File: config.mk
export PLATFORM = sky130hd
export DESIGN_NAME = codeword_to_rgb_block_decoder_unit
export DESIGN_NICKNAME = d
export VERILOG_FILES = /design/src/design/ctrbd_pkg.sv /design/src/design/codeword_to_rgb_block_decoder_unit.sv
export SDC_FILE = /design/constraint.sdc
export NUM_CORES = 2
export LEC_CHECK = 0
export BUFFER_PORTS_ARGS = -buffer_cell sky130_fd_sc_hd__buf_2
export CELL_PAD_IN_SITES_DETAIL_PLACEMENT = 2
export CELL_PAD_IN_SITES_GLOBAL_PLACEMENT = 2
export CORE_ASPECT_RATIO = 0.8
export CORE_MARGIN = 4
export CORE_UTILIZATION = 45
export DETAILED_ROUTE_END_ITERATION = 6
export GPL_ROUTABILITY_DRIVEN = 0
export PLACE_DENSITY_LB_ADDON = 0.15
export SLEW_MARGIN = 40
export SYNTH_ARGS = -nofsm -noshare
export SYNTH_HDL_FRONTEND = slang
export SYNTH_SLANG_ARGS = --single-unit
File: constraint.sdc
create_clock -name aclk -period 48.9 [get_ports aclk]
set_clock_uncertainty 0.05 [all_clocks]
set_input_delay 2.445 -clock aclk [delete_from_list [all_inputs] [get_ports aclk]]
set_output_delay 2.445 -clock aclk [all_outputs]
set_load 0.02 [all_outputs]
File: src/design/ctrbd_pkg.sv
// types, constants and helper functions of the codeword to rgb block decoder
package ctrbd_pkg;

    // fixed point format
    localparam int FRAC_BITS = 14;
    localparam int ONE_Q     = 1 << FRAC_BITS;
    localparam longint ONE_QL = longint'(1) << FRAC_BITS;

    // stream word widths
    localparam int S_TDATA_W = 56;
    localparam int M_TDATA_W = 48;
    localparam int CW_W      = 32;
    localparam int BLK_W     = 11;
    localparam int COORD_W   = 12;
    localparam int CFG_W     = 64;
    localparam int CFG_IDX_W = 2;
    localparam int CFG_REGS  = 4;

    // codeword field widths
    localparam int A_W   = 9;
    localparam int DIG_W = 5;
    localparam int IDX_W = 4;

    // average: a*ONE_Q/63 = a*A_INT + round(a*A_REM/63), rest by reciprocal
    localparam int A_DEN_HALF = 63;
    localparam int A_INT      = ONE_Q / A_DEN_HALF;
    localparam int A_REM      = ONE_Q % A_DEN_HALF;
    localparam int A_DEN      = 2 * A_DEN_HALF;
    localparam int A_NUM_W    = 13;
    localparam int RECIP_SH   = 20;
    localparam int RECIP_W    = 14;
    localparam int A_RECIP    = ((1 << RECIP_SH) + A_DEN - 1) / A_DEN;
    localparam int AQ_W       = 6;
    localparam int AVG_W      = 18;

    // detail coefficients
    localparam int DET_W   = 14;
    localparam int DET_LIM = (3 * ONE_Q + 5) / 10;
    localparam int DET_N   = 1 << DIG_W;

    // chroma and color coefficients
    localparam int CHR_W  = 16;
    localparam int COEF_W = 16;
    localparam int PROD_W = 32;
    localparam longint KR_L  = (longint'(1402) * ONE_QL * 2 + 1000) / 2000;
    localparam longint KGB_L = (longint'(344136) * ONE_QL * 2 + 1000000) / 2000000;
    localparam longint KGR_L = (longint'(714136) * ONE_QL * 2 + 1000000) / 2000000;
    localparam longint KB_L  = (longint'(1772) * ONE_QL * 2 + 1000) / 2000;

    // luma and color sums
    localparam int LUMA_W = 19;
    localparam int SUM_W  = 34;
    localparam int SCL_W  = SUM_W + 8;
    localparam int BYTE_W = 8;

    typedef logic signed [DET_W-1:0]   det_t;
    typedef logic signed [CHR_W-1:0]   chr_t;
    typedef logic signed [COEF_W-1:0]  coef_t;
    typedef logic signed [PROD_W-1:0]  prod_t;
    typedef logic signed [LUMA_W-1:0]  luma_t;
    typedef logic signed [SUM_W-1:0]   sum_t;
    typedef logic [AVG_W-1:0]          avg_t;
    typedef logic [BLK_W-1:0]          blk_t;
    typedef logic [COORD_W-1:0]        coord_t;
    typedef logic [BYTE_W-1:0]         byte_t;
    typedef det_t                      det_tab_t [DET_N];

    typedef enum logic [CFG_IDX_W-1:0] {
        REG_CHROMA_W0 = 2'd0,
        REG_CHROMA_W1 = 2'd1,
        REG_CHROMA_W2 = 2'd2,
        REG_CHROMA_W3 = 2'd3
    } cfg_reg_t;

    localparam coef_t KR  = COEF_W'(KR_L);
    localparam coef_t KGB = COEF_W'(KGB_L);
    localparam coef_t KGR = COEF_W'(KGR_L);
    localparam coef_t KB  = COEF_W'(KB_L);

    // 5-bit signed detail code -> round(v/100) in Q.F, clamped to +-0.3
    function automatic det_tab_t build_detail();
        det_tab_t tab;
        int v;
        int m;
        int q;
        for (int i = 0; i < DET_N; i++) begin
            v = (i < DET_N / 2) ? i : i - DET_N;
            m = (v < 0) ? -v : v;
            q = (m * ONE_Q * 2 + 100) / 200;
            if (v < 0) q = -q;
            if (q > DET_LIM) q = DET_LIM;
            if (q < -DET_LIM) q = -DET_LIM;
            tab[i] = DET_W'(q);
        end
        return tab;
    endfunction

    localparam det_tab_t DETAIL_TAB = build_detail();

    // Q.2F color sum -> byte: times 255, truncate, saturate
    function automatic byte_t to_byte(input sum_t s);
        logic signed [SCL_W-1:0] se;
        logic signed [SCL_W-1:0] v;
        byte_t res;
        se = SCL_W'(s);
        v  = (se <<< 8) - se;
        if (s < 0) begin
            res = '0;
        end else if (|v[SCL_W-1:2*FRAC_BITS+BYTE_W]) begin
            res = '1;
        end else begin
            res = v[2*FRAC_BITS +: BYTE_W];
        end
        return res;
    endfunction

endpackage

File: src/design/codeword_to_rgb_block_decoder_unit.sv
// top level of the codeword to rgb block decoder
//
// usage:
// - s_ channel: one word per 2x2 block, s_tdata = codeword, block column, block row
// - m_ channel: four pixel words per block in order top-left, top-right,
//   bottom-left, bottom-right; m_tlast marks the bottom-right pixel
// - cfg channel: loads the four 64-bit chroma table registers, one write per
//   cycle, cfg_ready always high; write only while the block is idle
// - path: an accepted word passes s1, s2, s3 and the hold stage; the first pixel
//   of its block then passes p1 and p2 to m_tvalid, the other three in order
// - throughput: one pixel per cycle while m_tready stays high, so one block word
//   per four pixels; the pixel stream leaving the holding stage sets that rate
// - up to four words are taken back to back until the stages fill up
// - reset (aresetn low at a clock edge) empties every stage and clears the
//   chroma table to zero
// - when m_tready is low the output word holds and the stages behind it fill
//   and stop in turn; s_tready drops once the front stage is full, no word lost
//
// stages: s1 decode and table lookups, s2 multiplies, s3 luma and chroma terms,
// hold stage sends out four pixels, p1 color sums, p2 saturation and output
module codeword_to_rgb_block_decoder_unit
    import ctrbd_pkg::*;
(
    input  logic                  aclk,
    input  logic                  aresetn,
    // input stream
    input  logic                  s_tvalid,
    output logic                  s_tready,
    // packed_word[31:0], block_col[42:32], block_row[53:43], zeros[55:54]
    input  logic [S_TDATA_W-1:0]  s_tdata,
    // pixel stream
    output logic                  m_tvalid,
    input  logic                  m_tready,
    // pixel_x[11:0], pixel_y[23:12], red[31:24], green[39:32], blue[47:40]
    output logic [M_TDATA_W-1:0]  m_tdata,
    // last_of_block
    output logic                  m_tlast,
    // configuration writes
    input  logic                  cfg_valid,
    output logic                  cfg_ready,
    input  logic [CFG_IDX_W-1:0]  cfg_index,
    input  logic [CFG_W-1:0]      cfg_data
);

    // chroma table registers
    logic [CFG_W-1:0] chroma_reg [CFG_REGS];

    // stage 1
    logic                s1_valid_reg;
    avg_t                s1_a_int_reg;
    logic [A_NUM_W-1:0]  s1_a_num_reg;
    det_t                s1_b_reg, s1_c_reg, s1_d_reg;
    chr_t                s1_pb_reg, s1_pr_reg;
    blk_t                s1_col_reg, s1_row_reg;

    // stage 2
    logic                s2_valid_reg;
    avg_t                s2_a_reg;
    det_t                s2_b_reg, s2_c_reg, s2_d_reg;
    prod_t               s2_red_prod_reg, s2_gpb_prod_reg, s2_gpr_prod_reg, s2_blue_prod_reg;
    blk_t                s2_col_reg, s2_row_reg;

    // stage 3
    logic                s3_valid_reg;
    luma_t               s3_luma_reg [4];
    prod_t               s3_red_chr_reg, s3_green_chr_reg, s3_blue_chr_reg;
    blk_t                s3_col_reg, s3_row_reg;

    // holding stage, sends four pixels
    logic                hold_valid_reg;
    logic [1:0]          hold_cnt_reg;
    luma_t               hold_luma_reg [4];
    prod_t               hold_red_chr_reg, hold_green_chr_reg, hold_blue_chr_reg;
    blk_t                hold_col_reg, hold_row_reg;

    // pixel stage 1: color sums
    logic                p1_valid_reg;
    sum_t                p1_red_reg, p1_green_reg, p1_blue_reg;
    coord_t              p1_x_reg, p1_y_reg;
    logic                p1_last_reg;

    // pixel stage 2: output word
    logic                out_valid_reg;
    byte_t               out_red_reg, out_green_reg, out_blue_reg;
    coord_t              out_x_reg, out_y_reg;
    logic                out_last_reg;

    // flow control, back to front
    logic out_ready, p1_ready, hold_ready, hold_emit, s3_ready, s2_ready, s1_ready;

    assign out_ready  = !out_valid_reg || m_tready;
    assign p1_ready   = !p1_valid_reg || out_ready;
    assign hold_emit  = hold_valid_reg && p1_ready;
    assign hold_ready = !hold_valid_reg || (p1_ready && (hold_cnt_reg == 2'd3));
    assign s3_ready   = !s3_valid_reg || hold_ready;
    assign s2_ready   = !s2_valid_reg || s3_ready;
    assign s1_ready   = !s1_valid_reg || s2_ready;

    assign s_tready  = s1_ready;
    assign cfg_ready = 1'b1;

    // config writes
    always_ff @(posedge aclk) begin
        if (!aresetn) begin
            for (int i = 0; i < CFG_REGS; i++) chroma_reg[i] <= '0;
        end else if (cfg_valid) begin
            case (cfg_index)
                REG_CHROMA_W0: chroma_reg[0] <= cfg_data;
                REG_CHROMA_W1: chroma_reg[1] <= cfg_data;
                REG_CHROMA_W2: chroma_reg[2] <= cfg_data;
                REG_CHROMA_W3: chroma_reg[3] <= cfg_data;
                default: ;
            endcase
        end
    end

    // codeword fields
    logic [CW_W-1:0]   cw;
    logic [A_W-1:0]    cw_a;
    logic [IDX_W-1:0]  pb_idx, pr_idx;
    avg_t              s1_a_int_next;
    logic [A_NUM_W-1:0] s1_a_num_next;

    assign cw     = s_tdata[CW_W-1:0];
    assign cw_a   = cw[31:23];
    assign pb_idx = cw[7:4];
    assign pr_idx = cw[3:0];

    // a*16384/63 split into a whole part and a remainder numerator
    assign s1_a_int_next = AVG_W'(cw_a) * AVG_W'(A_INT);
    assign s1_a_num_next = A_NUM_W'(cw_a) * A_NUM_W'(2 * A_REM) + A_NUM_W'(A_DEN_HALF);

    always_ff @(posedge aclk) begin
        if (!aresetn) begin
            s1_valid_reg <= 1'b0;
        end else if (s1_ready) begin
            s1_valid_reg <= s_tvalid;
        end
    end

    always_ff @(posedge aclk) begin
        if (s1_ready && s_tvalid) begin
            s1_a_int_reg <= s1_a_int_next;
            s1_a_num_reg <= s1_a_num_next;
            s1_b_reg     <= DETAIL_TAB[cw[22:18]];
            s1_c_reg     <= DETAIL_TAB[cw[17:13]];
            s1_d_reg     <= DETAIL_TAB[cw[12:8]];
            s1_pb_reg    <= chroma_reg[pb_idx[3:2]][{pb_idx[1:0], 4'd0} +: CHR_W];
            s1_pr_reg    <= chroma_reg[pr_idx[3:2]][{pr_idx[1:0], 4'd0} +: CHR_W];
            s1_col_reg   <= s_tdata[CW_W +: BLK_W];
            s1_row_reg   <= s_tdata[CW_W+BLK_W +: BLK_W];
        end
    end

    // stage 2: reciprocal multiply for the rounded remainder, chroma products
    logic [A_NUM_W+RECIP_W-1:0] a_prod;
    logic [AQ_W-1:0]            a_frac;

    assign a_prod = (A_NUM_W+RECIP_W)'(s1_a_num_reg) * (A_NUM_W+RECIP_W)'(A_RECIP);
    assign a_frac = a_prod[RECIP_SH +: AQ_W];

    always_ff @(posedge aclk) begin
        if (!aresetn) begin
            s2_valid_reg <= 1'b0;
        end else if (s2_ready) begin
            s2_valid_reg <= s1_valid_reg;
        end
    end

    always_ff @(posedge aclk) begin
        if (s2_ready && s1_valid_reg) begin
            s2_a_reg         <= s1_a_int_reg + AVG_W'(a_frac);
            s2_b_reg         <= s1_b_reg;
            s2_c_reg         <= s1_c_reg;
            s2_d_reg         <= s1_d_reg;
            s2_red_prod_reg  <= KR * s1_pr_reg;
            s2_gpb_prod_reg  <= KGB * s1_pb_reg;
            s2_gpr_prod_reg  <= KGR * s1_pr_reg;
            s2_blue_prod_reg <= KB * s1_pb_reg;
            s2_col_reg       <= s1_col_reg;
            s2_row_reg       <= s1_row_reg;
        end
    end

    // stage 3: inverse 2x2 transform, green chroma term
    luma_t y_a, y_b, y_c, y_d;

    assign y_a = $signed({1'b0, s2_a_reg});
    assign y_b = LUMA_W'(s2_b_reg);
    assign y_c = LUMA_W'(s2_c_reg);
    assign y_d = LUMA_W'(s2_d_reg);

    always_ff @(posedge aclk) begin
        if (!aresetn) begin
            s3_valid_reg <= 1'b0;
        end else if (s3_ready) begin
            s3_valid_reg <= s2_valid_reg;
        end
    end

    always_ff @(posedge aclk) begin
        if (s3_ready && s2_valid_reg) begin
            s3_luma_reg[0]   <= y_a - y_b - y_c + y_d;
            s3_luma_reg[1]   <= y_a - y_b + y_c - y_d;
            s3_luma_reg[2]   <= y_a + y_b - y_c - y_d;
            s3_luma_reg[3]   <= y_a + y_b + y_c + y_d;
            s3_red_chr_reg   <= s2_red_prod_reg;
            s3_green_chr_reg <= -s2_gpb_prod_reg - s2_gpr_prod_reg;
            s3_blue_chr_reg  <= s2_blue_prod_reg;
            s3_col_reg       <= s2_col_reg;
            s3_row_reg       <= s2_row_reg;
        end
    end

    // holding stage: counts out the four pixels of one block
    always_ff @(posedge aclk) begin
        if (!aresetn) begin
            hold_valid_reg <= 1'b0;
            hold_cnt_reg   <= '0;
        end else if (hold_ready) begin
            hold_valid_reg <= s3_valid_reg;
            hold_cnt_reg   <= '0;
        end else if (hold_emit) begin
            hold_cnt_reg   <= hold_cnt_reg + 2'd1;
        end
    end

    always_ff @(posedge aclk) begin
        if (hold_ready && s3_valid_reg) begin
            for (int k = 0; k < 4; k++) hold_luma_reg[k] <= s3_luma_reg[k];
            hold_red_chr_reg   <= s3_red_chr_reg;
            hold_green_chr_reg <= s3_green_chr_reg;
            hold_blue_chr_reg  <= s3_blue_chr_reg;
            hold_col_reg       <= s3_col_reg;
            hold_row_reg       <= s3_row_reg;
        end
    end

    // pixel stage 1: luma in Q.2F plus chroma terms
    luma_t y_sel;
    sum_t  y_q;

    assign y_sel = hold_luma_reg[hold_cnt_reg];
    assign y_q   = SUM_W'(y_sel) <<< FRAC_BITS;

    always_ff @(posedge aclk) begin
        if (!aresetn) begin
            p1_valid_reg <= 1'b0;
        end else if (p1_ready) begin
            p1_valid_reg <= hold_emit;
        end
    end

    always_ff @(posedge aclk) begin
        if (hold_emit) begin
            p1_red_reg   <= y_q + SUM_W'(hold_red_chr_reg);
            p1_green_reg <= y_q + SUM_W'(hold_green_chr_reg);
            p1_blue_reg  <= y_q + SUM_W'(hold_blue_chr_reg);
            // pixel column bit 0 and row bit 0 follow the pixel order
            p1_x_reg     <= {hold_col_reg, hold_cnt_reg[0]};
            p1_y_reg     <= {hold_row_reg, hold_cnt_reg[1]};
            p1_last_reg  <= (hold_cnt_reg == 2'd3);
        end
    end

    // pixel stage 2: scale, truncate, saturate into the output word
    always_ff @(posedge aclk) begin
        if (!aresetn) begin
            out_valid_reg <= 1'b0;
        end else if (out_ready) begin
            out_valid_reg <= p1_valid_reg;
        end
    end

    always_ff @(posedge aclk) begin
        if (out_ready && p1_valid_reg) begin
            out_red_reg   <= to_byte(p1_red_reg);
            out_green_reg <= to_byte(p1_green_reg);
            out_blue_reg  <= to_byte(p1_blue_reg);
            out_x_reg     <= p1_x_reg;
            out_y_reg     <= p1_y_reg;
            out_last_reg  <= p1_last_reg;
        end
    end

    assign m_tvalid = out_valid_reg;
    assign m_tdata  = {out_blue_reg, out_green_reg, out_red_reg, out_y_reg, out_x_reg};
    assign m_tlast  = out_last_reg;

endmodule

* Word-level counts from Yosys, hierarchy flattened
Memory sizes are Yosys's and may differ from the RTL's. A register that Yosys moved wholly into a read port is not among the register bits.
Cells that the tools add are included.
** Word-level totals
- Memories kept :: 6
- Output and inout port bits :: 52
- Input port bits :: 127
- Logic and storage cells :: 149
- Bits in writable memories :: 408
- Flip-flop bits (word level) :: 698
- ROM bits :: 1344
** Operators by class
- Reduce and logical (&&, ||, !) cells :: 24
- Bitwise logic cells :: 8
- Multiply operators :: 6
- Order comparisons :: 3
- Equality and inequality tests :: 4
- Add/sub/neg operators :: 21
- Muxes and demuxes :: 30
- Shifts and indexed selects :: 2
** Memories
- (name not given) :: words 32, width 14, rd ports 1, clocked after Yosys merged registers in 1, wr ports 0, RTL line codeword_to_rgb_block_decoder_unit.sv:147 : s1_d_reg <= DETAIL_TAB[cw[12:8]];
- (name not given) :: words 32, width 14, rd ports 1, clocked after Yosys merged registers in 1, wr ports 0, RTL line codeword_to_rgb_block_decoder_unit.sv:146 : s1_c_reg <= DETAIL_TAB[cw[17:13]];
- (name not given) :: words 32, width 14, rd ports 1, clocked after Yosys merged registers in 1, wr ports 0, RTL line codeword_to_rgb_block_decoder_unit.sv:145 : s1_b_reg <= DETAIL_TAB[cw[22:18]];
- chroma_reg :: words 4, width 64, rd ports 2, clocked after Yosys merged registers in 0, wr ports 4, RTL line codeword_to_rgb_block_decoder_unit.sv:46 : logic [CFG_W-1:0] chroma_reg [CFG_REGS];
- hold_luma_reg :: words 4, width 19, rd ports 1, clocked after Yosys merged registers in 1, wr ports 4, RTL line codeword_to_rgb_block_decoder_unit.sv:72 : luma_t hold_luma_reg [4];
- s3_luma_reg :: words 4, width 19, rd ports 4, clocked after Yosys merged registers in 0, wr ports 4, RTL line codeword_to_rgb_block_decoder_unit.sv:65 : luma_t s3_luma_reg [4];
** Operator list (count)
- $mux W64 :: 4
- $shiftx A64 B7 Y16 :: 2
- $sub A42 B34 Y42 :: 3
- $add A33 B32 Y34 :: 3
- $lt A34 B1 Y1 const B :: 3
- $add A19 B14 Y19 :: 5
- $sub A19 B14 Y19 :: 5
- $mul A13 B16 Y29 const A :: 3
- $neg A32 Y32 :: 1
- $sub A32 B32 Y32 :: 1
- $mul A15 B16 Y31 const A :: 1
- $mul A13 B14 Y26 const B :: 1
- $mux W8 :: 3
- $mux W1 :: 21
- $add A18 B6 Y18 :: 1
- $not A5 Y6 :: 3
- $reduce_or A6 Y1 :: 3
- $mul A9 B7 Y16 const B :: 1
- $add A12 B6 Y13 const B :: 1
- $logic_and A1 B1 Y1 :: 7
- $eq A2 B2 Y1 const B :: 3
- $logic_not A1 Y1 :: 6
- $logic_or A1 B1 Y1 :: 6
- $mux W2 :: 2
- 6 further kinds :: 9

* Depth between registers and ports, before layout
- Depth in word-level cells :: 9
- Gate-level depth with buffers :: 27
- Gate-level depth less buffers :: 27

* Worst setup path before layout
No wires, ideal clock.
- Path kind :: input to register
- Start :: in m_tready
- End :: reg s3_blue_chr_reg[10] (enable)
- Slack :: 31.494 ns
- Buffers on the path :: 0
- Stages on the path :: 4
- Arrival :: 16.335 ns
- Cells stage by stage :: nor2b_1 > nand2_1 > a21boi_0 > a21boi_0
** Between the ends
- Longest elaborated chain between the ends :: 6
** Ends and longest elaborated chain
- start: declaration :: RTL line codeword_to_rgb_block_decoder_unit.sv:33 : input logic m_tready,
- $logic_or A1 B1 Y1 :: RTL line codeword_to_rgb_block_decoder_unit.sv:91 : assign out_ready = !out_valid_reg || m_tready;
- $logic_or A1 B1 Y1 :: RTL line codeword_to_rgb_block_decoder_unit.sv:92 : assign p1_ready = !p1_valid_reg || out_ready;
- $logic_and A1 B1 Y1 :: RTL line codeword_to_rgb_block_decoder_unit.sv:94 : assign hold_ready = !hold_valid_reg || (p1_ready && (hold_cnt_reg == 2'd3));
- $logic_or A1 B1 Y1 :: RTL line codeword_to_rgb_block_decoder_unit.sv:94
- $logic_or A1 B1 Y1 :: RTL line codeword_to_rgb_block_decoder_unit.sv:95 : assign s3_ready = !s3_valid_reg || hold_ready;
- $logic_and A1 B1 Y1 :: RTL line codeword_to_rgb_block_decoder_unit.sv:202 : if (s3_ready && s2_valid_reg) begin
- end signal: assignment :: RTL line codeword_to_rgb_block_decoder_unit.sv:209 : s3_blue_chr_reg <= s2_blue_prod_reg;
- end: declaration :: RTL line codeword_to_rgb_block_decoder_unit.sv:66 : prod_t s3_red_chr_reg, s3_green_chr_reg, s3_blue_chr_reg;
No other way between the ends.
A chain may end at the register's enable or synchronous reset.

* Final worst setup path
- Start :: reg s1_pr_reg[3]
- End :: reg s2_gpr_prod_reg[27], data pin
** Between the ends
- Longest elaborated chain between the ends :: 1
** Ends and longest elaborated chain
- start: declaration :: RTL line codeword_to_rgb_block_decoder_unit.sv:53 : chr_t s1_pb_reg, s1_pr_reg;
- start signal: assignment :: RTL line codeword_to_rgb_block_decoder_unit.sv:149 : s1_pr_reg <= chroma_reg[pr_idx[3:2]][{pr_idx[1:0], 4'd0} +: CHR_W];
- $mul A13 B16 Y29 :: RTL line codeword_to_rgb_block_decoder_unit.sv:178 : s2_gpr_prod_reg <= KGR * s1_pr_reg;
- end signal: assignment :: RTL line codeword_to_rgb_block_decoder_unit.sv:178
- end: declaration :: RTL line codeword_to_rgb_block_decoder_unit.sv:60 : prod_t s2_red_prod_reg, s2_gpb_prod_reg, s2_gpr_prod_reg, s2_blue_prod_reg;
No other way between the ends.

==> out/metrics.csv <==
metric;value;unit
period_share;0.152;
crit_family;adder cells;
grt_pass1_vias;51400;
end_kind;flip-flop;
nets;7081;
post_cts_buffers;0;
die_w;455;um
yosys_register_bits;1124;
pin_count;179;
drtPass1Iterations;6;
drv_cap;0;
syn_area;0.0721;mm2
min_path_type;reg -> reg;
max_stage_delay;690;ps
cp_max_fo;6;
syn_inst;5649;
start_util;0.452;
wl_per_cell;26.5;um
place_hpwl;163;mm
synthXorXnorAreaFrac;0.0408;
fin_setup_tns;0;ps
core_area;0.159;mm2
grt_use_met2;0.435;
synthSimpleGateAreaFrac;0.0756;
synth.area.top_cells;edfxtp_1 46%, ha_1 12%, fa_1 10%;
final_cells;8105;
use_met1;0.356;
grt_first_pass_wirelength;329;mm
antenna_found_initial;29;
synth_cell_types;82;
yosysSeqAreaShare;0.467;
path_clk_slew;70;ps
nFillCells;15400;
mostFrequentLayoutCells;1,114 x edfxtp_1, 897 x inv_1, 711 x ha_1;
dieHeight;366;um
period_minus_slack;7450;ps
cts.repair.resized;0;
leakage;33.3;nW
numCtsBuffers;116;
grt_use_total;0.256;
synth.top_cell.area_share;0.464;
drt-initial-drc-count;3108;
numPortBuffers;175;
power_density;73.6;mW/mm2
wl;215;mm
clock_latency;780;ps
synthAdderAreaFrac;0.227;
required;49320;ps
path_cells;ha_1, inv_1, fa_1, inv_1, ha_1, ha_1, inv_1, fa_1, inv_1, fa_1, a21o_1, a21oi_1, nor2b_1, o41ai_1, o41ai_1, buf_4, a211oi_1, o21ai_1, a2111oi_1, nor2_1, xor2_1;
worst_pin_slew;864;ps
synthFlopType;edfxtp_1;
drc;0;
largest_register_ff_count;256;
syn_area_per_cell;12.8;um2
synth_edf_count;1114;
grt_util_met3;0.0328;
status;finished, final reports clean;
drive_gt1_frac;0.105;
rsz0062_at_grt;no;
vias;45400;
finalSetupViolations;0;
die_area;0.167;mm2
clockBufferDepth;3;
area_delta_synth_final;10.3;%
yosys.area.top_type;edfxtp_1;
cp_data_arrival_time;7870;ps
grt_remaining_overflow;0;
synthArstFlopShare;0;
slew_headroom;0.424;
cts_tree;yes;
critical_path.slowest_cell;a2111oi_1;
peakVddDrop;0.000129;V
cts_root_buf;clkbuf_16;
worstSetupPathType;reg -> reg;
antenna_left;0;
cts_hold_buf;0;
ctsHtreeMaxLevel;3;
grt_busiest_layer;met2;
synth_compound_area_frac;0.0767;
synth_fp_nets;6858;
finalHoldViolations;0;
vias_per_cell;5.61;
path_buf_inv;5;
final_common_cell;edfxtp_1;
startpoint_type;flip-flop;
cts_sinks;1124;
drv_slew;0;
synth_top_family_by_area;adder cells;
fmax;134;MHz
yosysWarnings;0;
muxShareOfSynthArea;0.0603;
grt_max_degree;79;
crit_top_cell;inv_1;
dpl.cell_count;7880;
rows;131;
[worst paths after layout]
check	to	startpoint	slack [ps]	depth (start not counted)
worst min register to register	s3_red_chr_reg[15]$_DFFE_PP_	s2_red_prod_reg[15]$_DFFE_PP_	330	0
worst min-delay path	s3_red_chr_reg[15]$_DFFE_PP_	s2_red_prod_reg[15]$_DFFE_PP_	330	0
worst max-delay path	s2_gpr_prod_reg[27]$_DFFE_PP_	s1_pr_reg[3]$_DFFE_PP_	41450	21
worst max register to register	s2_gpr_prod_reg[27]$_DFFE_PP_	s1_pr_reg[3]$_DFFE_PP_	41450	21
[cell type report]
cell class | count | area, um2 | area share
clock buffer | 138 | 3060 | 0.0385
timing repair buffer | 209 | 1210 | 0.0153
sequential | 1124 | 33700 | 0.423
antenna | 6 | 15.0 | 0.000189
inverter | 904 | 3400 | 0.0427
tap | 2128 | 2660 | 0.0335
multi-input combinational | 3517 | 34800 | 0.437
clock inverter | 79 | 736 | 0.00925
[stage by stage]
step / total power [mW] / hold slack (ps) / area (um2) / setup slack [ps] / util
after floorplan: 3.73 / 350 / 72100 / 31490 / -
after global placement: 4.68 / 351 / 75600 / 41570 / 0.474
after detailed placement: 4.94 / 355 / 75600 / 41570 / 0.475
after CTS: 5.89 / 327 / 79400 / 41440 / 0.498
after global routing: 6.34 / 320 / 79500 / 41140 / 0.499
final: 5.85 / 328 / 79500 / 41450 / 0.499
[cells by family after synthesis]
| group | Yosys count |
|---|---|
| buf+inv | 1008 |
| xor+xnor | 336 |
| compound gates | 851 |
| mux | 202 |
| flops | 1124 |
| other cells | 1 |
| fa+ha+maj | 1085 |
| simple gates | 1042 |
[worst reg2reg max path, stage by stage, from the launching register on]
cell       delay [ps]
edfxtp_1          610
ha_1              480
inv_1             110
fa_1              520
inv_1              60
ha_1              300
ha_1              280
inv_1              60
fa_1              550
inv_1              90
fa_1              480
a21o_1            180
a21oi_1           240
nor2b_1           110
o41ai_1           670
o41ai_1           150
buf_4             180
a211oi_1          380
o21ai_1           200
a2111oi_1         690
nor2_1            170
xor2_1            590
[power by group]
| part | leakage (nW) | switching (mW) | internal [mW] |
|---|---|---|---|
| Sequential | 10.6 | 0.0640 | 1.36 |
| Clock | 1.84 | 0.406 | 0.496 |
| Combinational | 20.9 | 2.19 | 1.34 |
[Yosys cell counts (all sizes together), types with 34 or more instances]
cell	count
xor2	101
mux4	185
a31oi	34
nor2	209
o21ai	137
and2	270
edfxtp	1114
fa	371
o21bai	34
nand3	75
nand2	179
clkbuf	79
nor2b	58
o21a	36
nor3	80
xnor2	235
and3	35
a21o	117
ha	711
inv	903
a21oi	278
[metal layers]
layer,wire [um],vias to the layer above
li1,-,20400
met2,105000,902
met5,27,-
met3,8740,215
met4,3980,4
met1,96600,23900
No activity file was read; power rests on OpenSTA's default activity.
